===== config.mk =====
export PLATFORM = sky130hd
export DESIGN_NAME = itli_ram
export DESIGN_NICKNAME = d
export VERILOG_FILES = /design/src/rtl/core/itli_ram.sv
export SDC_FILE = /design/constraint.sdc
export NUM_CORES = 2
export LEC_CHECK = 0
export ABC_CLOCK_PERIOD_IN_PS = 4300
export BUFFER_PORTS_ARGS = -buffer_cell sky130_fd_sc_hd__buf_4
export CORE_MARGIN = 2
export CORE_UTILIZATION = 51
export DETAILED_ROUTE_END_ITERATION = 10
export GPL_TIMING_DRIVEN = 0
export PLACE_DENSITY = 0.67
export SLEW_MARGIN = 20
export SYNTH_ARGS = -nofsm -noshare
export SYNTH_HDL_FRONTEND = slang
export SYNTH_SLANG_ARGS = --single-unit

===== constraint.sdc =====
create_clock -name clk -period 4.3 [get_ports clk]
set_clock_uncertainty 0.2 [all_clocks]
set_input_delay 0.43 -clock clk [delete_from_list [all_inputs] [get_ports clk]]
set_output_delay 0.43 -clock clk [all_outputs]
set_load 0.1 [all_outputs]

===== src/rtl/core/itli_ram.sv =====
module itli_ram #(
	parameter int WIDTH = 32,
	parameter int DEPTH = 64
) (
	input  logic                     clk,
	input  logic                     we,
	input  logic [$clog2(DEPTH)-1:0] waddr,
	input  logic [WIDTH-1:0]         wdata,
	input  logic [$clog2(DEPTH)-1:0] raddr,
	output logic [WIDTH-1:0]         rdata
);

	logic [WIDTH-1:0] mem [DEPTH];

	always_ff @(posedge clk) begin
		if (we) begin
			mem[waddr] <= wdata;
		end
		rdata <= mem[raddr];
	end

endmodule


Word-level counts from Yosys, hierarchy flattened --
Memories as Yosys holds them, arrays and structs flattened. A register that Yosys moved wholly into a read port is not among the register bits. Index checks and enable logic that the tools add are counted.
Storage, ports and cells: input bits 46, output and inout port bits 32, flip-flop bits (word level) 0, RAM bits 2048, memories 1
Memory list:
- mem | words 64, width 32, rd ports 1, clocked after Yosys merged registers in 1, write ports 1, line 13 | logic [WIDTH-1:0] mem [DEPTH];
Cells by class: mux-type cells 2
Operators by type and width (number):
- $mux W1 | 2

Logic depth before layout (Yosys ltp) --
depth after elaboration 2, mapped depth 10

Least setup slack after synthesis --
No wires, ideal clock.
kind input to register, from input waddr[3], to memory mem[48][0] (enable), stages 4, library setup time 0.461 ns, arrival 3.129 ns, path buffers 1, slack 0.510 ns, cells stage by stage clkbuf_1 > nor2b_1 > nand4b_1 > nor3_1
RTL lines:
- from (decl) | line 7 | input logic [$clog2(DEPTH)-1:0] waddr,
- to (decl) | line 13
No word-level cell before the write port.

==> impl_metrics.py <==
metrics = {
    "clocking": {
        "clk_pin_slew_ps": 60,
        "cts.sinks": 2080,
        "cts_buffers": 200,
        "clock_latency_ps": 830,
        "post_cts_buffers": 0,
        "ctsResizeCount": 0,
        "cts_root_buf": "clkbuf_16",
        "cts_max_level": 4,
        "clock_path_buffers": 3,
        "cts_tree": "built",
    },
    "global_route": {
        "grt_pass1_wl_um": 326000,
        "grt_usage": 0.309,
        "grt_pass1_vias": 39500,
        "antenna_found_initial": 16,
        "grt_max_degree": 65,
        "globalRouteOverflowTotal": 0,
    },
    "timing": {
        "tightest_slew_ps": 1270,
        "setup_violations": 0,
        "finalCritPeriodShare": 0.978,
        "tns_ps": 0,
        "slew_violations": 0,
        "rsz0062_at_grt": "no",
        "relSlewSlack": 0.155,
        "period_minus_slack_ps": 4200,
        "max_freq_ghz": 0.238,
        "whs_ps": 30.7,
        "hold_viol_final": 0,
    },
    "floorplanning": {
        "die_h_um": 396,
        "start_util": 0.515,
        "die_area_um2": 157000,
        "die_w_um": 396,
        "coreArea_um2": 152000,
        "num_rows": 143,
        "num_io_pins": 78,
    },
    "yosys": {
        "seq_area_frac_synth": 0.791,
        "yosysWarnings": 0,
        "syn-num-nets": 3370,
        "synth_top_area_frac": 0.783,
        "synthesis.area_um2": 78500,
        "synth.most_common_cell": "edfxtp_1",
        "synth.avg_cell_area_um2": 23.6,
        "synth-main-ff-cell": "edfxtp_1",
        "synth-seq-cells": 2080,
        "synth_edf_count": 2048,
        "synth.area.top_cells": "edfxtp_1 78%, mux4_2 16%, mux2i_1 1.2%",
        "ys_types": 34,
        "synth_common_cells": "2048 x edfxtp_1, 544 x mux4_2, 137 x nor2_1, 93 x mux2i_1, 84 x o22ai_1",
        "syn_inst": 3324,
        "yosys.area.top_type": "edfxtp_1",
        "async_flop_share": 0,
    },
    "critical_path": {
        "slowest_delay_ps": 800,
        "startpoint_type": "input pin",
        "path_class": "in -> reg",
        "critPathRequiredTime_ps": 4810,
        "crit_path_top_delay_cell": "a21oi_1",
        "end_kind": "flip-flop",
        "arrival_ps": 4720,
        "cpMostUsedCell": "buf_2",
        "cp_cell_sequence": "buf_2 > buf_2 > buf_2 > clkbuf_1 > buf_2 > mux2i_1 > a21oi_1 > a21oi_1 > nor2_1",
        "crit_fanout": 19,
    },
    "power_and_ir_drop": {
        "combPwrFrac": 0.065,
        "p_leak_nw": 28.7,
        "clkPwrFrac": 0.399,
        "power.net_switching_mw": 9.49,
        "p_int_mw": 32.5,
        "netSwitchingFraction": 0.226,
        "power_density_nw_per_um2": 457,
        "ir_drop_mv": 0.420,
        "power_frac_seq": 0.536,
    },
    "place": {
        "place_congestion": 0.864,
        "dpl.hpwl_um": 156000,
        "io_buffers": 69,
    },
    "final_layout": {
        "postLayoutCoreUtil": 0.602,
        "layout-area-overhead-vs-synth_pct": 16.9,
        "fillers": 10400,
        "final_nets": 3812,
        "drive_gt1_frac": 0.302,
    },
    "route": {
        "wl_per_cell_um": 40.3,
        "drc": 0,
        "drt-vias-per-instance": 6.80,
        "ant_nets": 0,
        "drtIter0Drc": 7121,
        "vias": 40600,
        "wirelength_um": 240000,
        "first_pass_iters": 7,
    },
    "flow_run": {
        "drv_cap": 0,
    },
    "run_status": {
        "status": "finished clean",
    },
    "min_path": {
        "hold_path_class": "in -> reg",
    },
}
[layout by cell type (no fill, tap or decap), types with 5 or more instances in the layout]
cell type / instances
edfxtp_1: 2048
nand3b_1: 5
a21oi_1: 62
clkbuf_2: 11
o221ai_1: 27
nand2_1: 26
nor2b_1: 15
mux2i_1: 93
mux4_2: 544
clkbuf_8: 5
clkinv_1: 47
buf_12: 60
a22oi_1: 12
dfxtp_1: 32
buf_2: 58
nor2_1: 75
nor2_4: 62
buf_6: 11
nor3_1: 5
o22ai_1: 84
bufinv_16: 7
clkbuf_16: 203
buf_16: 70
diode_2: 7
clkbuf_1: 119
nand3_1: 5
dlygate4sd3_1: 29
clkinv_2: 27
inv_6: 12
buf_4: 100
buf_1: 19
nand2b_1: 8
a311oi_1: 8
[critical path, delay by kind of cell]
kind	cells	cell delay, ps
compound gates	2	1030
buf+inv	5	2780
mux	1	140
simple gates	1	300
[cell type report]
| class | count | area [um^2] | share of cell area |
|---|---|---|---|
| well taps | 2030 | 2540 | 0.0277 |
| clock buffers | 264 | 5360 | 0.0584 |
| repair buffers | 241 | 4060 | 0.0443 |
| clock inverters | 101 | 776 | 0.00845 |
| multi-input cells | 1062 | 16000 | 0.174 |
| flip-flops and latches | 2080 | 62100 | 0.677 |
| diodes | 7 | 17.5 | 0.000191 |
| plain buffers | 181 | 897 | 0.00978 |
[layer usage]
layer  wire length, um  GRT usage  share of wire  vias to the layer above
met3             33400     0.0916           0.14                      632
met5                77          0        0.00032                        -
met4             13900      0.144          0.058                       14
met2            108000      0.461           0.45                     3276
met1             85000      0.425           0.35                    21500
li1                  -          -              -                    15200
[cell families after synthesis]
family                 share of synthesized area
AO/OA/AOI/OAI                             0.0167
buffers and inverters                     0.0113
AND/OR/NAND/NOR                           0.0127
multiplexers                               0.168
flip-flops                                 0.791
[through the flow]
step                      worst slack, ps  std cells  instance area (um^2)  power, mW
after floorplan                       510       3324                 78500       24.3
after global placement              -3470       5423                 81600       25.5
after detailed placement             -874       5566                 85300       25.6
after CTS                             252       5959                 91700       42.0
after global routing                  111       5959                 91700       42.9
final                                95.5       5966                 91800       42.0
[power groups by stage]
stage	combinational [mW]	sequential, mW	clock, mW
2_1_floorplan	1.09	23.2	0
4_1_cts	2.68	22.5	16.8
3_5_place_dp	2.65	22.9	0
6_report	2.72	22.5	16.7
5_1_grt	2.78	22.5	17.6
3_3_place_gp	2.54	22.9	0
[sequential cells by signal (all words and copies together), names as in the netlist]
register and cells:
rdata 32, mem 2048
[worst paths after layout]
path | startpoint | end | slack [ps] | cells past startpoint
setup / recovery | raddr[1] | rdata[10]$_DFF_P_ | 100 | 9
hold / removal | wdata[15] | mem[26][15]$_DFFE_PP_ | 30 | 1
setup reg to reg | mem[19][18]$_DFFE_PP_ | rdata[18]$_DFF_P_ | 1350 | 4
hold reg to reg | mem[13][20]$_DFFE_PP_ | rdata[20]$_DFF_P_ | 760 | 4
[repair_timing]
item,in CTS,in global routing
endpoints found under the hold margin,1241,0
endpoints found under the setup margin,1,0
hold buffers,29,0
No activity file was read; power rests on OpenSTA's default activity.
