### src/rtl/core/itli_pkg.sv
package itli_pkg;

	localparam int TABLE_DEPTH = 64;
	localparam int ADDR_W      = (TABLE_DEPTH > 1) ? $clog2(TABLE_DEPTH) : 1;
	localparam int CNT_W       = 7;

	localparam logic OP_WRITE = 1'b0;
	localparam logic OP_QUERY = 1'b1;

	typedef struct packed {
		logic               opcode;
		logic [5:0]         entry_index;
		logic signed [31:0] lag_time;
		logic signed [31:0] aperture_in;
		logic signed [31:0] cutoff_in;
	} in_item_t;

	typedef struct packed {
		logic signed [31:0] aperture_out;
		logic signed [31:0] cutoff_out;
	} out_item_t;

	typedef struct packed {
		logic signed [31:0] lag;
		logic signed [31:0] aperture;
		logic signed [31:0] cutoff;
	} entry_t;

	// operands of one (dq * mag) / dx job
	typedef struct packed {
		logic [31:0] dq;
		logic [32:0] mag;
		logic [31:0] dx;
	} mdu_req_t;

	typedef struct packed {
		logic        done;
		logic [31:0] quot;
	} mdu_rsp_t;

endpackage

### src/rtl/core/itli_mdu.sv
module itli_mdu
	import itli_pkg::*;
(
	input  logic     clk,
	input  logic     arst_n,
	input  logic     start,
	input  mdu_req_t req,
	output mdu_rsp_t rsp
);

	typedef enum logic [2:0] {
		U_IDLE = 3'b001,
		U_MUL  = 3'b010,
		U_DIV  = 3'b100
	} phase_t;

	phase_t      phase_q;
	logic [4:0]  cnt_q;
	logic [33:0] acc_q;
	logic [31:0] mlr_q;
	logic [32:0] mag_q;
	logic [31:0] dx_q;
	logic        done_q;

	logic [33:0] op_a, op_b, sum;
	logic        cin;

	// one adder: accumulate in the multiply phase, trial subtract in the divide phase
	always_comb begin
		if (phase_q == U_DIV) begin
			op_a = {acc_q[32:0], mlr_q[31]};
			op_b = ~{2'b00, dx_q};
			cin  = 1'b1;
		end else begin
			op_a = acc_q;
			op_b = mlr_q[0] ? {1'b0, mag_q} : 34'd0;
			cin  = 1'b0;
		end
		sum = op_a + op_b + {33'd0, cin};
	end

	always_ff @(posedge clk or negedge arst_n) begin
		if (!arst_n) begin
			phase_q <= U_IDLE;
			cnt_q   <= '0;
			done_q  <= 1'b0;
		end else begin
			done_q <= 1'b0;
			unique case (phase_q)
				U_IDLE: begin
					if (start) begin
						phase_q <= U_MUL;
						cnt_q   <= '0;
					end
				end
				U_MUL: begin
					cnt_q <= cnt_q + 5'd1;
					if (cnt_q == 5'd31) begin
						phase_q <= U_DIV;
					end
				end
				U_DIV: begin
					cnt_q <= cnt_q + 5'd1;
					if (cnt_q == 5'd31) begin
						phase_q <= U_IDLE;
						done_q  <= 1'b1;
					end
				end
				default: phase_q <= U_IDLE;
			endcase
		end
	end

	always_ff @(posedge clk) begin
		unique case (phase_q)
			U_IDLE: begin
				if (start) begin
					acc_q <= '0;
					mlr_q <= req.dq;
					mag_q <= req.mag;
					dx_q  <= req.dx;
				end
			end
			U_MUL: begin
				acc_q <= {1'b0, sum[33:1]};
				mlr_q <= {sum[0], mlr_q[31:1]};
			end
			U_DIV: begin
				acc_q <= sum[33] ? op_a : sum;
				mlr_q <= {mlr_q[30:0], ~sum[33]};
			end
			default: ;
		endcase
	end

	assign rsp.done = done_q;
	assign rsp.quot = mlr_q;

endmodule
### config.mk
export PLATFORM = sky130hd
export DESIGN_NAME = itli_mdu
export DESIGN_NICKNAME = d
export VERILOG_FILES = /design/src/rtl/core/itli_pkg.sv /design/src/rtl/core/itli_mdu.sv
export SDC_FILE = /design/constraint.sdc
export NUM_CORES = 1
export LEC_CHECK = 0
export CAP_MARGIN = 0
export CORE_MARGIN = 5
export CORE_UTILIZATION = 45
export CTS_CLUSTER_DIAMETER = 120
export DETAILED_ROUTE_END_ITERATION = 10
export DONT_BUFFER_PORTS = 1
export GPL_ROUTABILITY_DRIVEN = 0
export GPL_TIMING_DRIVEN = 0
export PLACE_DENSITY_LB_ADDON = 0.15
export RECOVER_POWER = 25
export SYNTH_ARGS = -nofsm -noshare
export SYNTH_HDL_FRONTEND = slang
export SYNTH_SLANG_ARGS = --single-unit
### constraint.sdc
create_clock -name clk -period 4.05 [get_ports clk]
set_input_delay 0.81 -clock clk [delete_from_list [all_inputs] [get_ports clk]]
set_output_delay 0.81 -clock clk [all_outputs]
set_load 0.05 [all_outputs]
# Yosys cells after proc, flatten, opt, wreduce, memory -nomap -nowiden

Cells that the tools add are included.

Register bits after elaboration: 140
Latch bits: 0
Memory bits (writable): 0
ROM bits: 0
Output and inout port bits: 33
Memories kept: 0

$add $sub $neg: 3
Multipliers: 0
Divide/modulo/power cells: 0
Order comparisons: 0
Equality and inequality tests: 7
Shifts and indexed selects: 0
Muxes and demuxes: 17
Bitwise operators: 2
Reduce and logical (&&, ||, !) cells: 7

Operators with widths:

| kind                                                   | count |
|---|---|
| two-way mux 34 bit                                     | 4 |
| one-hot mux 34 bit (3 select lines)                    | 1 |
| one-hot mux 32 bit (3 select lines)                    | 1 |
| adder 34 x 1 -> 34 bit                                 | 1 |
| adder 34 bit                                           | 1 |
| NOT 32 -> 34 bit                                       | 1 |
| two-way mux 33 bit                                     | 1 |
| two-way mux 32 bit                                     | 1 |
| one-hot mux 5 bit (2 select lines)                     | 1 |
| two-way mux 3 bit                                      | 3 |
| one-hot mux 3 bit (3 select lines)                     | 1 |
| AND reduction 2 bit                                    | 3 |
| adder 5 x 1 -> 5 bit (second input constant)           | 1 |
| == test 5 bit (second input constant)                  | 1 |
| two-way mux 5 bit                                      | 1 |
| inequality test 2 bit (second input constant)          | 2 |
| == test 3 x 1 -> 1 bit (second input constant)         | 1 |
| == test 3 x 2 -> 1 bit (second input constant)         | 1 |
| == test 3 bit (second input constant)                  | 1 |
| two-way mux 1 bit                                      | 3 |
| AND reduction 3 bit                                    | 1 |
| nonzero test 3 bit                                     | 1 |
| inequality test 2 x 1 -> 1 bit (second input constant) | 1 |
| nonzero test 2 bit                                     | 1 |
| other kinds (2)                                        | 2 |

# Longest topological paths before layout

Depth in word-level cells: 6
Depth in mapped cells: 19
Gate-level depth less buffers: 14

# Worst setup path before layout

No wires, ideal clock.

Path type: flip-flop to flip-flop
Start point: register phase_q[0]
End point: register acc_q[11], data pin
Setup time: 277 ps
Arrival: 4002 ps
Setup slack: -229 ps
Cell stages (with the launch flop): 20
Cells stage by stage: dfstp_2 -> or3b_2 -> clkbuf_1 -> inv_2 -> clkbuf_1 -> buf_1 -> nand2_1 -> nand2_1 -> ha_1 -> buf_6 -> a21oi_2 -> o21ai_1 -> a211o_1 -> a211o_1 -> o21a_1 -> or3_1 -> buf_2 -> buf_1 -> nand4_1 -> o221ai_1

Cells in the longest elaborated chain, start to end: 6

RTL lines:

| item                                    | RTL line                       | RTL |
|---|---|---|
| start: declaration                      | itli_mdu.sv:17                 | `phase_t phase_q;` |
| start signal: assignment                | itli_mdu.sv:44                 | `phase_q <= U_IDLE;` |
| start signal: assignment                | itli_mdu.sv:52                 | `phase_q <= U_MUL;` |
| start signal: assignment                | itli_mdu.sv:59                 | `phase_q <= U_DIV;` |
| == test 3 bit                           | itli_mdu.sv:30, itli_mdu.sv:75 |  |
| two-way mux 34 bit                      | itli_mdu.sv:30                 | `if (phase_q == U_DIV) begin` |
| adder 34 bit                            | itli_mdu.sv:39                 | `sum = op_a + op_b + {33'd0, cin};` |
| adder 34 x 1 -> 34 bit                  | itli_mdu.sv:39                 |  |
| two-way mux 34 bit                      | itli_mdu.sv:89                 | `acc_q <= sum[33] ? op_a : sum;` |
| one-hot mux 34 bit (3 select lines) (*) | itli_mdu.sv:75                 | `unique case (phase_q)` |
| end signal: assignment                  | itli_mdu.sv:85                 | `acc_q <= {1'b0, sum[33:1]};` |
| end signal: assignment                  | itli_mdu.sv:89                 |  |
| end: declaration                        | itli_mdu.sv:19                 | `logic [33:0] acc_q;` |

Every way passes the cells marked *; elsewhere a longest branch is shown, timed or not.
A chain may end at the register's enable or synchronous reset.

# Worst setup path in the final report

Start point: register phase_q[2]
End point: register acc_q[4], data pin

The elaborated chain is that of the path after synthesis.

==> impl_results.md <==
* DP Wirelength at roughly 17 mm
* Post-synthesis cell count at 853
* Starting Density at between 40% and 50%
* Top-level I/O count at roughly 130
* EDFF count, synth at roughly 130
* Combinational power share at 46.8%
* Crit path DAT at about 4400 ps
* Syn_nets at slightly below 1,000
* Post-synthesis sequential area ratio at about 50%
* Sequential Power Share at 34.4%
* Clock sinks at 140
* Final Hold Vio Count at 0
* Tmin final at just over 4000 ps
* Rows at 49
* Post-synth cell types at 66
* Final WS setup at -55.1 ps
* Die Height at 146 µm
* Nets@finish at slightly above 1,000
* Yosys reg bits at between 100 and 150
* Vias in the first global route at roughly 7,000
* CP peak stage delay at between 400 and 500 ps
* Overflow after GRT at 0
* Gr usage total at between 20 and 25%
* CP Launch Type: register
* Syn Area/Cell at 9.76 µm²
* Top_reg_cell synth: edfxtp_1
* Antenna cells at 0
* Slew Limit Headroom at roughly two fifths
* # port buffers at 0
* Max VDD drop at roughly 0.00038 V
* Most frequent cell after synthesis: nand2_1
* R2R setup slack at -60 ps
* RSZ-0062 raised after global routing: yes
* Total of warnings raised by yosys at 0
* Number of nets with antenna violations after routing at 0
* Avg WL per Cell at approximately 21 µm
* P_sw at just under 4000 µW
* Slew @ Worst Pin at slightly above 900 ps
* Top cells by count, synth: 214 x nand2_1, 131 x edfxtp_1, 59 x o21ai_0
* Initial antenna violation count at 1
* Drc violations at 0
* Max Cap Violations at 0
* Worst path required time at 4300 ps
* Largest net degree at the start of global routing at 69
* Final setup fails at 17
* CTS clk-pin slew, worst paths at roughly 60 ps
* Async SR Flop Fraction at 6.43%
* DR vias at 7,115
* Synth top area share at between 40% and 50%
* Failing checks: setup timing
* Crit. End Element: register
* Slew Limit Fails at 0
* CTS Buffer Depth at 2
* Die area at about 21,000 µm²
* Root Buffer: clkbuf_16
* Max Freq at ~240 MHz
* Clock Skew at about 9.5 ps
* Routed vias/inst at around 6.2
* Power per cell area at ~850 nW/µm²
* DRT Pass-1 Iters at 6
* FF-to-FF path depth at 17
* CP max stage cell: or3b_4
* CTS Buf Count at 17
* Critical Path Fanout Max at 10
* Netlist Area Pre-Place at 8330 µm²
* Core ar. at roughly 18,000 µm²
* Worst skew pair latency at around 430 ps
* Fin crit share at 101%
* Critical setup path kind: register to register
* Share of layout cells above drive strength 1 at between 20% and 30%
* Total power at 8580 µW
* Status: finished with violations
* Cell taking the most area after synthesis: edfxtp_1
* Class of the worst hold path: primary input to asynchronous set/reset pin
* Finished Core Util at around 56%
* Die width at approximately 150 µm
* Largest cells by area after synthesis: edfxtp_1 47%, nand2_1 9.6%, ha_1 5.1%
* Setup TNS at -391 ps
* Drt total wl at 24.3 mm
* First-pass GRT wire length at 37.4 mm
* CTS tree: done
* Level count of the clock H-tree at 4
* Area grow syn2layout at 21.4%
* Initial DRC Count at between 600 and 700
* Sw frac at a little under half
* CP Cell Sequence: or3b_4, clkinv_4, clkbuf_16, buf_12, nand2_1, nand2_2, ha_1, buf_6, a21oi_4, o21ai_2, a211o_1, a211o_1, o21a_4, or3_4, and2_4, buf_12, o221ai_4
* Pint at roughly 4700 µW
* Pleak at around 0.0039 µW
* Clock Power Share at about a fifth
-- area by class of cell --
| class | count | area (µm²) |
|---|---|---|
| buffer | 47 | 370 |
| timing repair buffer | 32 | 259 |
| sequential | 140 | 4160 |
| fill | 1520 | 7980 |
| inverter | 10 | 42.5 |
| clock buffer | 18 | 429 |
| clock inverter | 14 | 165 |
| multi-input combinational | 653 | 4400 |
| tap | 229 | 287 |
-- cells by family after synthesis --
kind of cell	count (synthesis)	share of synthesized area [%]
buffers and inverters	60	3.08
adder cells (fa/ha/maj)	36	5.59
XOR/XNOR	27	2.84
flip-flops	140	50.0
AO/OA/AOI/OAI	235	19.5
AND/OR/NAND/NOR	354	18.9
multiplexers	1	0.120
-- power groups by stage --
stage,logic (µW),clock network [µW],registers (µW)
2_1_floorplan,2420,0,2890
3_3_place_gp,3120,0,2990
3_5_place_dp,3220,0,2960
4_1_cts,3610,1640,2940
5_1_grt,4360,1710,3000
6_report,4020,1620,2950
-- final timing paths --
check	startpoint	end
setup / recovery	phase_q[2]	acc_q[4]
hold / removal	arst_n	phase_q[1]
setup reg to reg	phase_q[2]	acc_q[4]
hold reg to reg	cnt_q[0]	cnt_q[0]
max in group asynchronous	arst_n	phase_q[0]
min in group clk	req[47]	mag_q[15]
-- stage by stage --
stage	cells	instance area (µm²)	hold slack, ps	setup WS, ps
after global routing	1143	10100	52.1	-170
after CTS	1136	9790	58.7	-112
after floorplan	853	8350	467	22.7
after detailed placement	1083	8670	500	-1130
final	1143	10100	70.1	-55.1
after global placement	1082	8640	489	-1060
-- worst max-delay path, delay by kind of cell (launching register included) --
kind                       cells  cell delay, ps
and+or+nand+nor                5            1240
buffers and inverters          5             710
DFF                            1             390
AOI/OAI and AO/OA              6            1340
adders and majority gates      1             230
-- layout by cell type (no fill, tap or decap), types with 10 or more instances in the layout --
cell type,count
o211ai_2,10
a21oi_1,31
nand4_1,19
a22oi_1,31
nand2_1,207
nor2_1,23
a21o_1,10
o221ai_2,10
clkbuf_16,20
nand3_1,43
xnor2_1,21
ha_1,28
buf_4,35
clkbuf_1,14
o21ai_0,45
edfxtp_1,131
-- timing repair --
action | in CTS | in global routing
setup endpoints to repair | 35 | 34
hold buffers | 0 | 0
cloned | 1 | 0
gates resized for setup | 89 | 71
buffers inserted | 21 | 9
pin swaps | 24 | 25
-- sequential cells by signal, indices dropped and copies added, names as in the netlist --
name	cells
done_q	1
mag_q	33
mlr_q	32
dx_q	32
phase_q	3
acc_q	34
cnt_q	5
-- metal layers --
layer | vias up | GRT usage [%] | part of all wire (%)
met1 | 3399 | 28.8 | 42
met2 | 357 | 35.2 | 46
met3 | 56 | 5.70 | 9.3
met4 | 0 | 8.84 | 2.6
li1 | 3303 | - | -
met5 | - | 0 | 0
Power figures use the tool's default switching activity.
